<file path="config.mk">
export PLATFORM = sky130hd
export DESIGN_NAME = expression_lexer_top_flat
export DESIGN_NICKNAME = d
export VERILOG_FILES = /design/src/rtl/expl_pkg.sv /design/src/rtl/expl_if.sv /design/src/rtl/expl_core.sv /design/src/rtl/expl_queue.sv /design/src/rtl/expression_lexer_top.sv /design/src/flat_wrapper.sv
export SDC_FILE = /design/constraint.sdc
export NUM_CORES = 1
export LEC_CHECK = 0
export BUFFER_PORTS_ARGS = -buffer_cell sky130_fd_sc_hd__clkbuf_2
export CAP_MARGIN = 30
export CORE_ASPECT_RATIO = 1.1
export CORE_MARGIN = 2
export CORE_UTILIZATION = 40
export CTS_CLUSTER_SIZE = 40
export DETAILED_ROUTE_END_ITERATION = 7
export PLACE_DENSITY = 0.62
export SLEW_MARGIN = 15
export SYNTH_ARGS = -nofsm -noshare
export SYNTH_HDL_FRONTEND = slang
export SYNTH_SLANG_ARGS = --single-unit
</file>
<file path="constraint.sdc">
create_clock -name clk -period 4.25 [get_ports clk]
set_clock_uncertainty 0.1 [all_clocks]
set_input_delay 0 -clock clk [delete_from_list [all_inputs] [get_ports clk]]
set_output_delay 0 -clock clk [all_outputs]
set_load 0.05 [all_outputs]
</file>
<file path="src/rtl/expl_pkg.sv">
`timescale 1ns / 1ps
`default_nettype none
// ----------------------------------------------------------------------------
// expl_pkg
// Shared types and constants of the expression lexer: token codes, run
// states, character constants and the result record.
// ----------------------------------------------------------------------------
package expl_pkg;

  // token class codes
  localparam logic [3:0] TK_INT    = 4'd0;
  localparam logic [3:0] TK_IDENT  = 4'd1;
  localparam logic [3:0] TK_LPAREN = 4'd2;
  localparam logic [3:0] TK_RPAREN = 4'd3;
  localparam logic [3:0] TK_PLUS   = 4'd4;
  localparam logic [3:0] TK_MINUS  = 4'd5;
  localparam logic [3:0] TK_TIMES  = 4'd6;
  localparam logic [3:0] TK_DIVIDE = 4'd7;
  localparam logic [3:0] TK_OTHER  = 4'd8;
  localparam logic [3:0] TK_END    = 4'd9;

  // character constants
  localparam logic [7:0] CH_ZERO       = 8'h30;
  localparam logic [7:0] CH_NINE       = 8'h39;
  localparam logic [7:0] CH_UNDERSCORE = 8'h5F;
  localparam logic [7:0] CH_LPAREN     = 8'h28;
  localparam logic [7:0] CH_RPAREN     = 8'h29;
  localparam logic [7:0] CH_STAR       = 8'h2A;
  localparam logic [7:0] CH_PLUS       = 8'h2B;
  localparam logic [7:0] CH_MINUS      = 8'h2D;
  localparam logic [7:0] CH_SLASH      = 8'h2F;
  localparam logic [7:0] CH_SPACE      = 8'h20;
  localparam logic [7:0] CH_TAB        = 8'h09;
  localparam logic [7:0] CH_CR         = 8'h0D;

  // result queue geometry
  localparam int QDEPTH = 4;
  localparam int QPTR_W = $clog2(QDEPTH);
  localparam int QCNT_W = $clog2(QDEPTH + 1);

  typedef enum logic [1:0] {
    RUN_NONE  = 2'd0,
    RUN_INT   = 2'd1,
    RUN_IDENT = 2'd2
  } run_state_t;

  typedef struct packed {
    logic [3:0]  token_class;
    logic [31:0] token_value;
    logic [7:0]  token_length;
    logic [7:0]  single_char;
    logic        overflowed;
    logic        last_of_run;
  } token_t;

  // results produced by one item, written to the queue together in the same cycle
  typedef struct packed {
    logic [1:0] cnt;
    token_t     tok0;
    token_t     tok1;
  } push_t;

endpackage
`default_nettype wire

</file>
<file path="src/rtl/expl_if.sv">
`timescale 1ns / 1ps
`default_nettype none
// ----------------------------------------------------------------------------
// expl_in_if / expl_out_if
// Valid/ready channels of the expression lexer: source bytes in, tokens out.
// ----------------------------------------------------------------------------
interface expl_in_if;
  logic       valid;
  logic       ready;
  logic [7:0] source_byte;
  logic       end_of_input;

  modport source (output valid, output source_byte, output end_of_input, input ready);
  modport sink   (input valid, input source_byte, input end_of_input, output ready);
endinterface

interface expl_out_if;
  logic        valid;
  logic        ready;
  logic [3:0]  token_class;
  logic [31:0] token_value;
  logic [7:0]  token_length;
  logic [7:0]  single_char;
  logic        overflowed;
  logic        last_of_run;

  modport source (output valid, output token_class, output token_value,
                  output token_length, output single_char, output overflowed,
                  output last_of_run, input ready);
  modport sink   (input valid, input token_class, input token_value,
                  input token_length, input single_char, input overflowed,
                  input last_of_run, output ready);
endinterface
`default_nettype wire

</file>
<file path="src/rtl/expl_core.sv">
`timescale 1ns / 1ps
`default_nettype none
// ----------------------------------------------------------------------------
// expl_core
// Input register and lexing logic: classifies the registered byte, updates
// the pending run and produces up to two tokens for the result queue.
// ----------------------------------------------------------------------------
module expl_core import expl_pkg::*; #(
  parameter int MAX_TOKEN_LEN = 128
) (
  input  wire logic       clk,
  input  wire logic       rst_n,
  input  wire logic       accept,
  input  wire logic [7:0] source_byte,
  input  wire logic       end_of_input,
  output push_t           push
);

  localparam logic [7:0] MAX_LEN = 8'(MAX_TOKEN_LEN);

  logic        s1_valid_r;
  logic [7:0]  s1_byte_r;
  logic        s1_eoi_r;

  run_state_t  pend_r, pend_nxt;
  logic [31:0] acc_r, acc_nxt;
  logic [7:0]  len_r, len_nxt;
  logic        ovf_r, ovf_nxt;

  logic        is_digit, is_letter, is_space, has_run;
  logic [3:0]  digit;
  logic [35:0] prod;
  logic [31:0] sat_val;
  logic        dig_ovf;
  logic [7:0]  len_step;
  logic        len_ovf;
  token_t      run_tok, end_tok, one_tok;
  logic [3:0]  one_cls;

  always_comb begin
    is_digit  = (s1_byte_r >= CH_ZERO) && (s1_byte_r <= CH_NINE);
    is_letter = ((s1_byte_r >= 8'h61) && (s1_byte_r <= 8'h7A)) ||
                ((s1_byte_r >= 8'h41) && (s1_byte_r <= 8'h5A)) ||
                (s1_byte_r == CH_UNDERSCORE);
    is_space  = (s1_byte_r == CH_SPACE) ||
                ((s1_byte_r >= CH_TAB) && (s1_byte_r <= CH_CR));
    has_run   = (pend_r == RUN_INT) || (pend_r == RUN_IDENT);
    digit     = 4'(s1_byte_r - CH_ZERO);

    // value * 10 + digit as two shifted adds
    prod    = {1'b0, acc_r, 3'b000} + {3'b000, acc_r, 1'b0} + {32'd0, digit};
    dig_ovf = (prod[35:32] != 4'd0);
    sat_val = dig_ovf ? 32'hFFFF_FFFF : prod[31:0];

    // length saturates at the maximum, later characters only flag it
    len_ovf  = (len_r >= MAX_LEN);
    len_step = len_ovf ? len_r : len_r + 8'd1;

    case (s1_byte_r)
      CH_LPAREN: one_cls = TK_LPAREN;
      CH_RPAREN: one_cls = TK_RPAREN;
      CH_PLUS:   one_cls = TK_PLUS;
      CH_MINUS:  one_cls = TK_MINUS;
      CH_STAR:   one_cls = TK_TIMES;
      CH_SLASH:  one_cls = TK_DIVIDE;
      default:   one_cls = TK_OTHER;
    endcase

    run_tok.token_class  = (pend_r == RUN_INT) ? TK_INT : TK_IDENT;
    run_tok.token_value  = (pend_r == RUN_INT) ? acc_r : 32'd0;
    run_tok.token_length = len_r;
    run_tok.single_char  = 8'd0;
    run_tok.overflowed   = ovf_r;
    run_tok.last_of_run  = 1'b0;

    end_tok = '0;
    end_tok.token_class = TK_END;
    end_tok.last_of_run = 1'b1;

    one_tok.token_class  = one_cls;
    one_tok.token_value  = 32'd0;
    one_tok.token_length = 8'd1;
    one_tok.single_char  = s1_byte_r;
    one_tok.overflowed   = 1'b0;
    one_tok.last_of_run  = 1'b1;

    pend_nxt = pend_r;
    acc_nxt  = acc_r;
    len_nxt  = len_r;
    ovf_nxt  = ovf_r;
    push     = '0;

    if (s1_valid_r) begin
      if (s1_eoi_r || is_space || !(is_digit || is_letter)) begin
        // flush any pending run, then append the end or one-character token (none for a space)
        pend_nxt = RUN_NONE;
        acc_nxt  = 32'd0;
        len_nxt  = 8'd0;
        ovf_nxt  = 1'b0;
        if (has_run) begin
          push.tok0 = run_tok;
          push.cnt  = 2'd1;
          if (s1_eoi_r) begin
            push.tok1 = end_tok;
            push.cnt  = 2'd2;
          end else if (!is_space) begin
            push.tok1 = one_tok;
            push.cnt  = 2'd2;
          end else begin
            push.tok0.last_of_run = 1'b1;
          end
        end else if (s1_eoi_r) begin
          push.tok0 = end_tok;
          push.cnt  = 2'd1;
        end else if (!is_space) begin
          push.tok0 = one_tok;
          push.cnt  = 2'd1;
        end
      end else if ((is_digit && pend_r == RUN_INT) ||
                   (is_letter && pend_r == RUN_IDENT)) begin
        len_nxt = len_step;
        ovf_nxt = ovf_r | len_ovf | (is_digit & dig_ovf);
        acc_nxt = is_digit ? sat_val : acc_r;
      end else begin
        // start a new run, closing any pending run of the other class
        if (has_run) begin
          push.tok0 = run_tok;
          push.tok0.last_of_run = 1'b1;
          push.cnt  = 2'd1;
        end
        pend_nxt = is_digit ? RUN_INT : RUN_IDENT;
        len_nxt  = 8'd1;
        ovf_nxt  = 1'b0;
        acc_nxt  = is_digit ? {28'd0, digit} : 32'd0;
      end
    end
  end

  always_ff @(posedge clk) begin
    if (!rst_n) begin
      s1_valid_r <= 1'b0;
      pend_r     <= RUN_NONE;
      acc_r      <= 32'd0;
      len_r      <= 8'd0;
      ovf_r      <= 1'b0;
    end else begin
      s1_valid_r <= accept;
      pend_r     <= pend_nxt;
      acc_r      <= acc_nxt;
      len_r      <= len_nxt;
      ovf_r      <= ovf_nxt;
    end
  end

  always_ff @(posedge clk) begin
    if (accept) begin
      s1_byte_r <= source_byte;
      s1_eoi_r  <= end_of_input;
    end
  end

endmodule
`default_nettype wire

</file>
<file path="src/rtl/expl_queue.sv">
`timescale 1ns / 1ps
`default_nettype none
// ----------------------------------------------------------------------------
// expl_queue
// Small result queue: takes up to two tokens a cycle, hands out one.
// ----------------------------------------------------------------------------
module expl_queue import expl_pkg::*; (
  input  wire logic        clk,
  input  wire logic        rst_n,
  input  wire push_t       push,
  input  wire logic        pop,
  output token_t           head,
  output logic             not_empty,
  output logic [QCNT_W-1:0] count
);

  token_t              q_r [QDEPTH];
  logic [QPTR_W-1:0]   wr_ptr_r, rd_ptr_r;
  logic [QCNT_W-1:0]   cnt_r, cnt_nxt;
  logic [QPTR_W-1:0]   wr_ptr1;

  assign wr_ptr1   = wr_ptr_r + QPTR_W'(1);
  assign head      = q_r[rd_ptr_r];
  assign not_empty = (cnt_r != '0);
  assign count     = cnt_r;
  assign cnt_nxt   = cnt_r + QCNT_W'(push.cnt) - QCNT_W'(pop);

  always_ff @(posedge clk) begin
    if (!rst_n) begin
      wr_ptr_r <= '0;
      rd_ptr_r <= '0;
      cnt_r    <= '0;
    end else begin
      wr_ptr_r <= wr_ptr_r + QPTR_W'(push.cnt);
      if (pop) begin
        rd_ptr_r <= rd_ptr_r + QPTR_W'(1);
      end
      cnt_r <= cnt_nxt;
    end
  end

  always_ff @(posedge clk) begin
    if (push.cnt != 2'd0) begin
      q_r[wr_ptr_r] <= push.tok0;
    end
    if (push.cnt == 2'd2) begin
      q_r[wr_ptr1] <= push.tok1;
    end
  end

endmodule
`default_nettype wire

</file>
<file path="src/rtl/expression_lexer_top.sv">
`timescale 1ns / 1ps
`default_nettype none
// ----------------------------------------------------------------------------
// expression_lexer_top
// Byte-serial tokenizer for arithmetic expressions.
// ----------------------------------------------------------------------------
// One source byte is taken per cycle while in_ch.ready is high. Each byte is
// registered, lexed in the next cycle against the pending run, and its tokens
// (none, one or two) are written into a four-entry result queue; the first
// token of a byte passes the input register and then the queue register
// before it shows on out_ch. in_ch.ready is high while the queue holds at most
// two tokens including those the registered byte is writing, so with a ready
// sink the block runs at one byte per cycle; a byte that yields two tokens
// keeps the output busy for both, and the queue drain of one token per cycle
// then sets the input rate.
// ----------------------------------------------------------------------------
module expression_lexer_top import expl_pkg::*; #(
  parameter int MAX_TOKEN_LEN = 128
) (
  input  wire logic  clk,
  input  wire logic  rst_n,
  expl_in_if.sink    in_ch,
  expl_out_if.source out_ch
);

  push_t             push;
  token_t            head;
  logic              not_empty;
  logic [QCNT_W-1:0] q_count;
  logic [QCNT_W:0]   fill;
  logic              accept;
  logic              pop;

  assign fill         = {1'b0, q_count} + (QCNT_W + 1)'(push.cnt);
  assign in_ch.ready  = (fill <= (QCNT_W + 1)'(QDEPTH - 2));
  assign accept       = in_ch.valid && in_ch.ready;
  assign pop          = not_empty && out_ch.ready;

  expl_core #(
    .MAX_TOKEN_LEN(MAX_TOKEN_LEN)
  ) u_core (
    .clk          (clk),
    .rst_n        (rst_n),
    .accept       (accept),
    .source_byte  (in_ch.source_byte),
    .end_of_input (in_ch.end_of_input),
    .push         (push)
  );

  expl_queue u_queue (
    .clk       (clk),
    .rst_n     (rst_n),
    .push      (push),
    .pop       (pop),
    .head      (head),
    .not_empty (not_empty),
    .count     (q_count)
  );

  assign out_ch.valid        = not_empty;
  assign out_ch.token_class  = head.token_class;
  assign out_ch.token_value  = head.token_value;
  assign out_ch.token_length = head.token_length;
  assign out_ch.single_char  = head.single_char;
  assign out_ch.overflowed   = head.overflowed;
  assign out_ch.last_of_run  = head.last_of_run;

endmodule
`default_nettype wire

</file>
<file path="src/flat_wrapper.sv">
// flat-port wrapper written by rule: the top's interface ports become plain ports
module expression_lexer_top_flat import expl_pkg::*;
#(
  parameter int MAX_TOKEN_LEN = 128
)
  (clk, rst_n, in_ch_valid, in_ch_source_byte, in_ch_end_of_input, in_ch_ready, out_ch_valid, out_ch_token_class, out_ch_token_value, out_ch_token_length, out_ch_single_char, out_ch_overflowed, out_ch_last_of_run, out_ch_ready);
  expl_in_if in_ch_i ();
  expl_out_if out_ch_i ();
  input  wire logic clk;
  input  wire logic rst_n;
  input wire logic [$bits(in_ch_i.valid)-1:0] in_ch_valid;
  input wire logic [$bits(in_ch_i.source_byte)-1:0] in_ch_source_byte;
  input wire logic [$bits(in_ch_i.end_of_input)-1:0] in_ch_end_of_input;
  output wire logic [$bits(in_ch_i.ready)-1:0] in_ch_ready;
  output wire logic [$bits(out_ch_i.valid)-1:0] out_ch_valid;
  output wire logic [$bits(out_ch_i.token_class)-1:0] out_ch_token_class;
  output wire logic [$bits(out_ch_i.token_value)-1:0] out_ch_token_value;
  output wire logic [$bits(out_ch_i.token_length)-1:0] out_ch_token_length;
  output wire logic [$bits(out_ch_i.single_char)-1:0] out_ch_single_char;
  output wire logic [$bits(out_ch_i.overflowed)-1:0] out_ch_overflowed;
  output wire logic [$bits(out_ch_i.last_of_run)-1:0] out_ch_last_of_run;
  input wire logic [$bits(out_ch_i.ready)-1:0] out_ch_ready;
  assign in_ch_i.valid = in_ch_valid;
  assign in_ch_i.source_byte = in_ch_source_byte;
  assign in_ch_i.end_of_input = in_ch_end_of_input;
  assign in_ch_ready = in_ch_i.ready;
  assign out_ch_valid = out_ch_i.valid;
  assign out_ch_token_class = out_ch_i.token_class;
  assign out_ch_token_value = out_ch_i.token_value;
  assign out_ch_token_length = out_ch_i.token_length;
  assign out_ch_single_char = out_ch_i.single_char;
  assign out_ch_overflowed = out_ch_i.overflowed;
  assign out_ch_last_of_run = out_ch_i.last_of_run;
  assign out_ch_i.ready = out_ch_ready;
  expression_lexer_top #(.MAX_TOKEN_LEN(MAX_TOKEN_LEN)) u_core (.clk(clk), .rst_n(rst_n), .in_ch(in_ch_i), .out_ch(out_ch_i));
endmodule
</file>
* Yosys cells after proc, flatten, opt, wreduce, memory -nomap -nowiden
Memories as Yosys holds them, arrays and structs flattened. A register that Yosys moved wholly into a read port is not among the register bits.
Index checks and enable logic that the tools add are counted.
Widths: inputs -> output; s select.
** Cells by class
- Add/subtract/negate cells :: 10
- Multipliers :: 0
- Div/mod/pow operators :: 0
- Order comparisons :: 10
- Equal/unequal tests :: 14
- Shifts and indexed selects :: 0
- Muxes and demuxes :: 37
- Bitwise operators :: 3
- Reduce and logical (&&, ||, !) cells :: 23
** Operators by type and width (count)
- $mux 54 :: 4
- $mux 56 :: 3
- $mux 55 :: 3
- $mux 32 :: 5
- $mux 110 :: 1
- $eq 8x6->1 const B :: 7
- $add 35x33->36 :: 1
- $add 36x4->36 :: 1
- $mux 8 :: 3
- $pmux 4 s6 :: 1
- $ge 8x7->1 const B :: 2
- $le 8x7->1 const B :: 2
- $mux 2 :: 7
- $mux 1 :: 9
- $add 8x1->8 const B :: 1
- $eq 8x7->1 const B :: 1
- $ge 8x4->1 const B :: 1
- $ge 8x6->1 const B :: 1
- $ge 8x8->1 const B :: 1
- $le 8x4->1 const B :: 1
- $le 8x6->1 const B :: 1
- $logic_and 1x1->1 :: 8
- $logic_or 1x1->1 :: 8
- $ne 3x3->1 const B :: 2
- 18 further kinds :: 23
** Word-level totals
- Bits in registers :: 60
- Bits in latches :: 0
- RAM bits :: 216
- Bits in read-only memories :: 0
- Input port bits :: 13
- Output and inout bits :: 56
- Memories :: 1
** Memories
- u_core.u_queue.q_r :: depth 4, bits a word 54, rd ports 1, clocked after Yosys merged registers in 1, write ports 2, line expl_queue.sv:17 : token_t q_r [QDEPTH];

* Depth between registers and ports, before layout
Gate-level depths: netlist of the first run.
- Depth after elaboration :: 12
- Mapped depth :: 14
- Depth with buffers taken out :: 12

* Modules after synthesis
Synthesis of the first run repeated with hierarchy kept, for this count alone.
** Unflattened totals
- Cell total of the unflattened synthesis :: 1290
- Area total of the unflattened synthesis :: 16702.3 sq um
** Modules (own cells, without submodules)
- expl_queue :: times used 1, cells each 568, area an instance 10881.7 sq um, seq. area each 6666.4 sq um
- expl_core :: times used 1, cells each 710, area an instance 5723.0 sq um, seq. area each 1151.1 sq um
- expression_lexer_top :: times used 1, cells each 12, area an instance 97.6 sq um, seq. area each 0.0 sq um

* Worst setup path before layout of the first run
Ideal clock, no wire load.
- Path kind :: reg2reg
- Start point :: register u_core.u_core.s1_byte_r[3]
- End point :: register u_core.u_core.s1_byte_r[0] (enable)
- Data arrival time :: 3.817 ns
- Data required time :: 3.812 ns
- Path slack :: -0.005 ns
- Cell stages (with the launch flop) :: 13
- Path buffers :: 1
- Clock period less this slack :: 4.255 ns
- Path through :: edfxtp_1 or4_1 a21o_1 a31o_2 nand4_1 and4_1 buf_6 clkinv_2 ha_1 fa_1 o21a_1 a21oi_1 and2_1
** On the way
- Cells in the longest elaborated chain, start to end :: 12
- Elaborated cells between the ends (all ways) :: 35
- Those cells by class :: 1 x add/sub; 9 x order compare; 2 x eq/ne; 8 x mux; 15 x reduce/logical
** Ends and longest elaborated chain
- from (decl) :: line expl_core.sv:22 : logic [7:0] s1_byte_r;
- from (signal assigned) :: line expl_core.sv:157 : s1_byte_r <= source_byte;
- $ge 8x7->1 (tied with other cells) :: line expl_core.sv:42 : is_letter = ((s1_byte_r >= 8'h61) && (s1_byte_r <= 8'h7A)) ||
- $logic_and 1x1->1 (on tied branches) :: line expl_core.sv:42, expl_core.sv:43
- $logic_or 1x1->1 :: line expl_core.sv:42
- $logic_or 1x1->1 :: line expl_core.sv:43 : ((s1_byte_r >= 8'h41) && (s1_byte_r <= 8'h5A)) ||
- $logic_and 1x1->1 or $logic_or 1x1->1 (tied branches) :: line expl_core.sv:120, expl_core.sv:94
- $logic_or 1x1->1 or $logic_not 1->1 (tied branches) :: line expl_core.sv:119, expl_core.sv:94
- $mux 55 or $logic_or 1x1->1 (tied branches) :: line expl_core.sv:119, expl_core.sv:94
- $mux 56 * :: line expl_core.sv:94 : if (s1_eoi_r || is_space || !(is_digit || is_letter)) begin
- $mux 110 * :: line expl_core.sv:93 : if (s1_valid_r) begin
- $add 3x2->4 * :: line expression_lexer_top.sv:34 : assign fill = {1'b0, q_count} + (QCNT_W + 1)'(push.cnt);
- $le 4x2->1 * :: line expression_lexer_top.sv:35 : assign in_ch.ready = (fill <= (QCNT_W + 1)'(QDEPTH - 2));
- named net in_ch_ready :: line flat_wrapper.sv:14 : output wire logic [$bits(in_ch_i.ready)-1:0] in_ch_ready;
- $logic_and 1x1->1 * :: line expression_lexer_top.sv:36 : assign accept = in_ch.valid && in_ch.ready;
- named net u_core.accept :: line expression_lexer_top.sv:31 : logic accept;
The timed path passes the listed nets; every way through them passes the cells marked *.
A chain may end at the register's enable or synchronous reset.

* Worst setup path after layout of the first run
- Start point :: register u_core.u_core.s1_byte_r[3]
- End point :: output port in_ch_ready
** On the way
- Cells in the longest elaborated chain, start to end :: 11
- Elaborated cells between the ends (all ways) :: 34
- Those cells by class :: 1 x add/sub; 9 x order compare; 2 x eq/ne; 8 x mux; 14 x reduce/logical
** Ends and longest elaborated chain (line)
- $ge 8x7->1 (tied with other cells) :: expl_core.sv:42
- $logic_and 1x1->1 (on tied branches) :: expl_core.sv:42, expl_core.sv:43
- $logic_or 1x1->1 :: expl_core.sv:42
- $logic_or 1x1->1 :: expl_core.sv:43
- $logic_and 1x1->1 or $logic_or 1x1->1 (tied branches) :: expl_core.sv:120, expl_core.sv:94
- $logic_or 1x1->1 or $logic_not 1->1 (tied branches) :: expl_core.sv:119, expl_core.sv:94
- $mux 55 or $logic_or 1x1->1 (tied branches) :: expl_core.sv:119, expl_core.sv:94
- $mux 56 * :: expl_core.sv:94
- $mux 110 * :: expl_core.sv:93
- $add 3x2->4 * :: expression_lexer_top.sv:34
- $le 4x2->1 * :: expression_lexer_top.sv:35
- to (decl) :: flat_wrapper.sv:14
Every way passes the cells marked *; elsewhere a longest branch is shown, timed or not.

==> results of run 1 <==
-- flip-flops by register name, indices dropped and copies added, names as in the netlist, named ones only --
signal	cells
u_core.u_core.acc_r	32
u_core.u_core.len_r	8
u_core.u_core.ovf_r	1
u_core.u_core.pend_r	2
u_core.u_core.s1_byte_r	8
u_core.u_core.s1_eoi_r	1
u_core.u_core.s1_valid_r	1
u_core.u_queue.count	3
u_core.u_queue.q_r	216
u_core.u_queue.rd_ptr_r	2
u_core.u_queue.wr_ptr_r	2
-- what timing repair did --
item | in CTS | in global routing
endpoints found under the hold margin | 30 | 0
endpoints found under the setup margin | 0 | 1
resized for setup | 0 | 1
buffers inserted | 0 | 7
hold buffers | 13 | 0
-- synth_stat cells, drive strengths merged (9+ instances only) --
cell type  count
a21oi        230
dfxtp        213
nand2        211
nand3        148
ha            74
edfxtp        65
buf           63
nor2          61
mux4          54
clkbuf        50
nand2b        44
o21ai         44
and2          36
inv           27
and3          25
xnor2         24
nor3          18
a211oi        17
a21o          16
mux2i         12
o211ai        12
xor2          10
a22oi          9
nand4          9
-- path summary, 6_finish.rpt --
kind / startpoint / to / cells after the start / slack [ns]
worst min register to register: u_core.u_queue.q_r[2][31] / u_core.u_queue.q_r[2][31] / 2 / 0.35
worst max-delay path: u_core.u_core.s1_byte_r[3] / in_ch_ready / 11 / 0.16
worst min-delay path: in_ch_source_byte[7] / u_core.u_core.s1_byte_r[7] / 2 / 0.07
worst max register to register: u_core.u_core.s1_byte_r[3] / u_core.u_core.acc_r[19] / 12 / 0.21
-- placed cells by master (no fill, tap or decap), types with 36 or more instances in the layout --
cell / n
nor2_1: 58
and2_1: 36
buf_4: 39
mux4_2: 54
a21oi_1: 223
o21ai_0: 36
dfxtp_1: 211
ha_1: 74
clkbuf_2: 67
nand3_1: 148
nand2_1: 211
edfxtp_1: 65
nand2b_1: 44
-- cell families (layout without fill, tap and decap cells) --
kind of cell	count (synthesis)	count (layout)	synth area share
AND/OR/NAND/NOR	588	588	0.194
AO/OA/AOI/OAI	382	382	0.157
flip-flops	278	278	0.424
buffers and inverters	141	212	0.0445
adder cells (fa/ha/maj)	78	78	0.0686
multiplexers	67	67	0.0919
XOR/XNOR	34	34	0.0208
other	0	1	0
-- critical path: stages, from the launching register on --
cell and delay, ns:
edfxtp_1 0.55, or4_1 0.57, a21o_1 0.20, a31o_2 0.26, nand4_1 0.08, and4_1 0.22, clkinv_2 0.17, ha_1 0.26
fa_1 0.39, o21a_1 0.19, a21oi_2 0.21, buf_2 0.33
-- power by group --
group,switching [W],internal (W),total (W)
registers,0.000143,0.00282,0.00296
logic,0.000964,0.000507,0.00147
clock network,0.00111,0.00150,0.00261
-- layout make-up --
cell class	count	area share
diodes	1	0.000149
clock buffers	40	0.0518
clock inverters	16	0.00739
inverters	28	0.00635
multi-input cells	1149	0.471
flip-flops and latches	278	0.371
well taps	487	0.0364
repair buffers	128	0.0560
-- per-layer routing --
metal | up-vias | wire length [µm]
li1 | 5786 | -
met2 | 279 | 20600
met5 | - | 0
met4 | 0 | 1100
met3 | 70 | 1690
met1 | 5936 | 17200
-- per-stage QoR --
step	setup slack (ns)	cells	setup TNS (ns)	instance area [µm²]
final	0.164	2127	0	16800
after global placement	0.383	2048	0	15500
after global routing	-0.0154	2126	-0.0228	16800
after detailed placement	0.288	2050	0	15600
after CTS	0.118	2119	0	16700
after floorplan	0.342	1568	0	14700
==> results.toml, run 1 <==
[logic_synthesis]
synth_area_leaders = "dfxtp_1, edfxtp_1, mux4_2"
synth_area_per_cell_um2 = 9.35
synth_seq_cells = 278
ys.flop_type = "dfxtp_1"
netlist_area_um2 = 14700
ys_types = 75
synth_cells = 1568
syn-num-nets = 1659
ys_seq_area_frac = 0.424
async_reset_ff_frac = 0
synth_edf_count = 65
synth_top_area_cell = "dfxtp_1"
yosys.area.top_type_share = 0.291
yosysWarnings = 0

[floorplan]
die_y_um = 205
start_util = 0.405
fp.dieW_um = 187
rows = 73
dieArea_um2 = 38200
coreArea_um2 = 36200
top_level_ports = 69

[setup_path]
path_class = "flop to output pin"
critPathCaptureType = "output pin"
critPathLaunchType = "flop"
crit_arrival_ns = 3.99
cp_max_fo = 12
cp_data_required_time_ns = 4.15

[placed_design]
numPortBuffers = 68
place_congestion = 0.875
hpwl_um = 26100

[clock_tree]
clkSinkCount = 278
cts_buffers = 30
insertion_delay_ns = 0.58
ctsLongestPathBuffers = 3
clkTransAtPathRegs_ns = 0.06
htree_num_levels = 1
cts_tree = "done"
cts_root_buffer = "clkbuf_16"

[power]
p_per_area_nw_per_um2 = 420
p_total_w = 0.00704
peakVddDrop_uv = 325
leakagePower_nw = 6.37

[global_routing]
antenna_found_initial = 1
grtUsageMet1 = 0.257
grt-ovfl-total = 0
use_met3 = 0.0259
top_usage_layer = "met2"
grt_max_degree = 75
grt_use_met2 = 0.387
grt_usage = 0.211
grt_pass1_wl_um = 64800
first_global_vias = 11900

[sta]
hold_slack_ns = 0.0698
finalCritPeriodShare = 0.962
setup_viol = 0
hold_viol = 0
max_freq_mhz = 245
period_needed_ns = 4.09
worst_pin_slew_ns = 0.884
relSlewSlack = 0.411
drv_slew = 0
rsz0062_at_grt = "true"

[routing]
route.detailed.drc = 0
dr.first_iter.drc_count = 958
drt_pass1_iterations = 5
ant_nets = 0
wirelength_um = 40600
wl_per_cell_um = 19.1
vias_per_cell = 5.68
dr_total_vias = 12100

[final_layout]
n_fill_cell = 3494
syn2layout_area_growth_pct = 14.3
multiInputGateArea_um2 = 7890
finish.utilization = 0.463
regArea_um2 = 6220
layout-drive-gt1-share = 0.156
final_nets = 1706

[hold_path]
worstHoldPathType = "input pin to flop"

[job]
drv_cap = 0

[outcome]
status = "completed"
(Power assumes the default switching activity.)
==> run 2: changes to the inputs <==
--- a/config.mk
+++ b/config.mk
@@ -5,6 +5,7 @@
 export SDC_FILE = /design/constraint.sdc
 export NUM_CORES = 1
 export LEC_CHECK = 0
+export ABC_AREA = 1
 export BUFFER_PORTS_ARGS = -buffer_cell sky130_fd_sc_hd__clkbuf_2
 export CAP_MARGIN = 30
 export CORE_ASPECT_RATIO = 1.1
==> constraint.sdc (replaced) <==
create_clock -name clk -period 4.25 [get_ports clk]
set_clock_uncertainty 0.1 [all_clocks]
set_input_delay 0 -clock clk [delete_from_list [all_inputs] [get_ports clk]]
set_output_delay 0 -clock clk [all_outputs]
set_load 0.02 [all_outputs]
==> run 2 against run 1 <==
Compared with the run above: power rose by 6.6%; critical path type unchanged; routed wire length rose by 20%; setup slack improved by 0.15 ns; cell area rose by 4.7%; utilization fell by 1.4 points; largest cell class unchanged; sequential power barely moved; die area rose by 7.8%; global-route usage rose by 1.9 points.
==> results.toml, run 2 <==
[clock_tree]
cts_buffers = 29
ctsLongestPathBuffers = 3
clkTransAtPathRegs_ns = 0.06
insertion_delay_ns = 0.56
clkSinkCount = 278
cts_tree = "done"
htree_num_levels = 1
cts_root_buffer = "clkbuf_16"

[logic_synthesis]
synth_cells = 2212
yosys.area.top_type_share = 0.269
syn-num-nets = 2303
ys_types = 44
netlist_area_um2 = 15800
ys.flop_type = "dfxtp_1"
synth_edf_count = 65
ys_seq_area_frac = 0.393
yosysMostFrequentCell = "nand2_1"
yosysWarnings = 0
async_reset_ff_frac = 0
synth_top_area_cell = "dfxtp_1"
synth_seq_cells = 278
synth_common_cells = "nand2_1, a21oi_1, nor2_1"
synth_area_leaders = "dfxtp_1, nand2_1, edfxtp_1"
synth_area_per_cell_um2 = 7.15

[setup_path]
cp_max_fo = 37
reg2reg_from = "u_core.u_core.s1_byte_r[3]"
cp_data_required_time_ns = 4.15
critPathCaptureType = "output pin"
cpMostUsedCell = "nand2_8"
critPathLaunchType = "flop"
reg2regPathDepth = 18
reg2reg_slack_ns = 0.51
timing.rr.end = "u_core.u_core.acc_r[22]"
cpPeakStageDelay_ns = 0.54
cp_cell_sequence = "inv_1, a21oi_1, nor2_2, inv_2, nand2_2, nand2_8, inv_4, nand2_8, nand2_8, inv_4, nand2_1, a21oi_2, ha_1, fa_1, nand2_1, inv_1, nor2_1, clkbuf_2"
crit_slowest_cell = "edfxtp_1"
path_class = "flop to output pin"
crit_arrival_ns = 3.84

[global_routing]
antenna_found_initial = 0
grt_usage = 0.230
grt_pass1_wl_um = 76900
first_global_vias = 14300
grt-ovfl-total = 0
grt_max_degree = 89

[sta]
setup_tns_ns = 0
setup_viol = 0
hold_viol = 0
finalCritPeriodShare = 0.926
relSlewSlack = 0.327
rsz0062_at_grt = "false"
period_needed_ns = 3.94
drv_slew = 0
worst_pin_slew_ns = 1.01
setup_ws_ns = 0.314
max_freq_mhz = 254

[routing]
vias_per_cell = 5.54
dr_total_vias = 15200
wl_per_cell_um = 17.8
ant_nets = 0
route.detailed.drc = 0
dr.first_iter.drc_count = 1384
drt_pass1_iterations = 5
wirelength_um = 48800

[hold_path]
hold_start = "in_ch_source_byte[5]"
min_to = "u_core.u_core.s1_byte_r[5]"
worstHoldPathType = "input pin to flop"
whs_path_depth = 2

[final_layout]
layout-drive-gt1-share = 0.0892
top_regs = "u_core.u_queue.q_r (216), u_core.u_core.acc_r (32)"
instances_no_fill = 2749
layout_commonest_cell = "nand2_1"
regArea_um2 = 6220
largest_reg_flops = 216
antennaDiodeCount = 0
largest_register = "u_core.u_queue.q_r"
final_nets = 2310
syn2layout_area_growth_pct = 10.9
n_fill_cell = 3956
multiInputGateArea_um2 = 8320
final_cell_mix = "nand2_1, a21oi_1, nor2_1, dfxtp_1, inv_1"

[floorplan]
start_util = 0.405
die_y_um = 213
fp.dieW_um = 194
coreArea_um2 = 39100
rows = 76
dieArea_um2 = 41200
top_level_ports = 69

[placed_design]
place_congestion = 0.925
hpwl_um = 31600
place_ws_ns = 0.517
dp_cells = 2678
numPortBuffers = 68

[job]
drv_cap = 0

[power]
peakVddDrop_uv = 294
leakagePower_nw = 7.38
p_per_area_nw_per_um2 = 428
p_total_w = 0.00751

[outcome]
status = "completed"
[run 2: changes by cell type in the layout (fill, tap and decap cells not counted), sizes merged, moves of 96 or more]
cell and change:
nand2 +358, nor2 +183, inv +146, o21ai +98, nand4 +114, o22ai +96
[run 2: critical path: cells and delay by family (launching register included)]
kind / cells / cell delay [ns]
simple gates: 8 / 0.86
flops: 1 / 0.54
buf+inv: 6 / 0.64
compound gates: 2 / 0.53
fa+ha+maj: 2 / 0.69
[run 2: metal layers]
layer  track usage  vias to the layer above  wire, µm
li1              -                     7464         -
met1         0.314                     7169     22000
met2         0.386                      538     22700
met3        0.0257                       67      3110
met4        0.0679                        0      1020
met5             0                        -         0
[run 2: cells by family (layout without fill, tap and decap cells)]
family          Yosys count  count (layout)  synth area share
flops                   278             278             0.393
buf+inv                 318             348            0.0843
compound gates          499             499             0.168
xor+xnor                 26              26            0.0144
fa+ha+maj                78              78            0.0636
simple gates           1013            1013             0.277
[run 2: worst max path at each step]
| stage | startpoint | slack, ns | to | cells past startpoint |
|---|---|---|---|---|
| 4_1_cts | u_core.u_core.s1_byte_r[3] | 0.21 | in_ch_ready | 17 |
| 3_5_place_dp | u_core.u_core.s1_byte_r[3] | 0.52 | u_core.u_core.s1_byte_r[7] | 17 |
| 6_report | u_core.u_core.s1_byte_r[1] | 0.31 | in_ch_ready | 18 |
| 3_3_place_gp | u_core.u_core.s1_byte_r[3] | 0.58 | u_core.u_core.s1_byte_r[6] | 17 |
| 5_1_grt | u_core.u_core.s1_byte_r[2] | 0.005 | in_ch_ready | 19 |
| 2_1_floorplan | u_core.u_core.s1_byte_r[3] | 0.50 | u_core.u_core.s1_byte_r[0] | 20 |
[run 2: what timing repair did]
action	CTS	global route
buffers inserted	0	4
resized for setup	0	1
endpoints found under the setup margin	0	1
endpoints found under the hold margin	37	0
hold buffers	13	0
[run 2: final cells by class]
| class | count | share of cell area |
|---|---|---|
| multi-input combinational | 1616 | 0.474 |
| clock buffer | 42 | 0.0493 |
| clock inverter | 12 | 0.00406 |
| inverter | 177 | 0.0383 |
| sequential | 278 | 0.354 |
| timing repair buffer | 117 | 0.0441 |
| tap | 507 | 0.0361 |
[run 2: report_power, final]
group          switching [W]  internal [W]  total (W)
clock                0.00108       0.00141    0.00249
sequential          0.000104       0.00283    0.00293
combinational        0.00152      0.000558    0.00208
[run 2: per-stage QoR]
stage	utilization	hold WS, ns	instance area [µm²]
after global routing	0.449	0.0544	17600
after CTS	0.448	0.0541	17500
after detailed placement	0.421	0.0847	16400
after floorplan	-	-0.00113	15800
after global placement	0.420	0.0848	16400
final	0.449	0.0647	17600
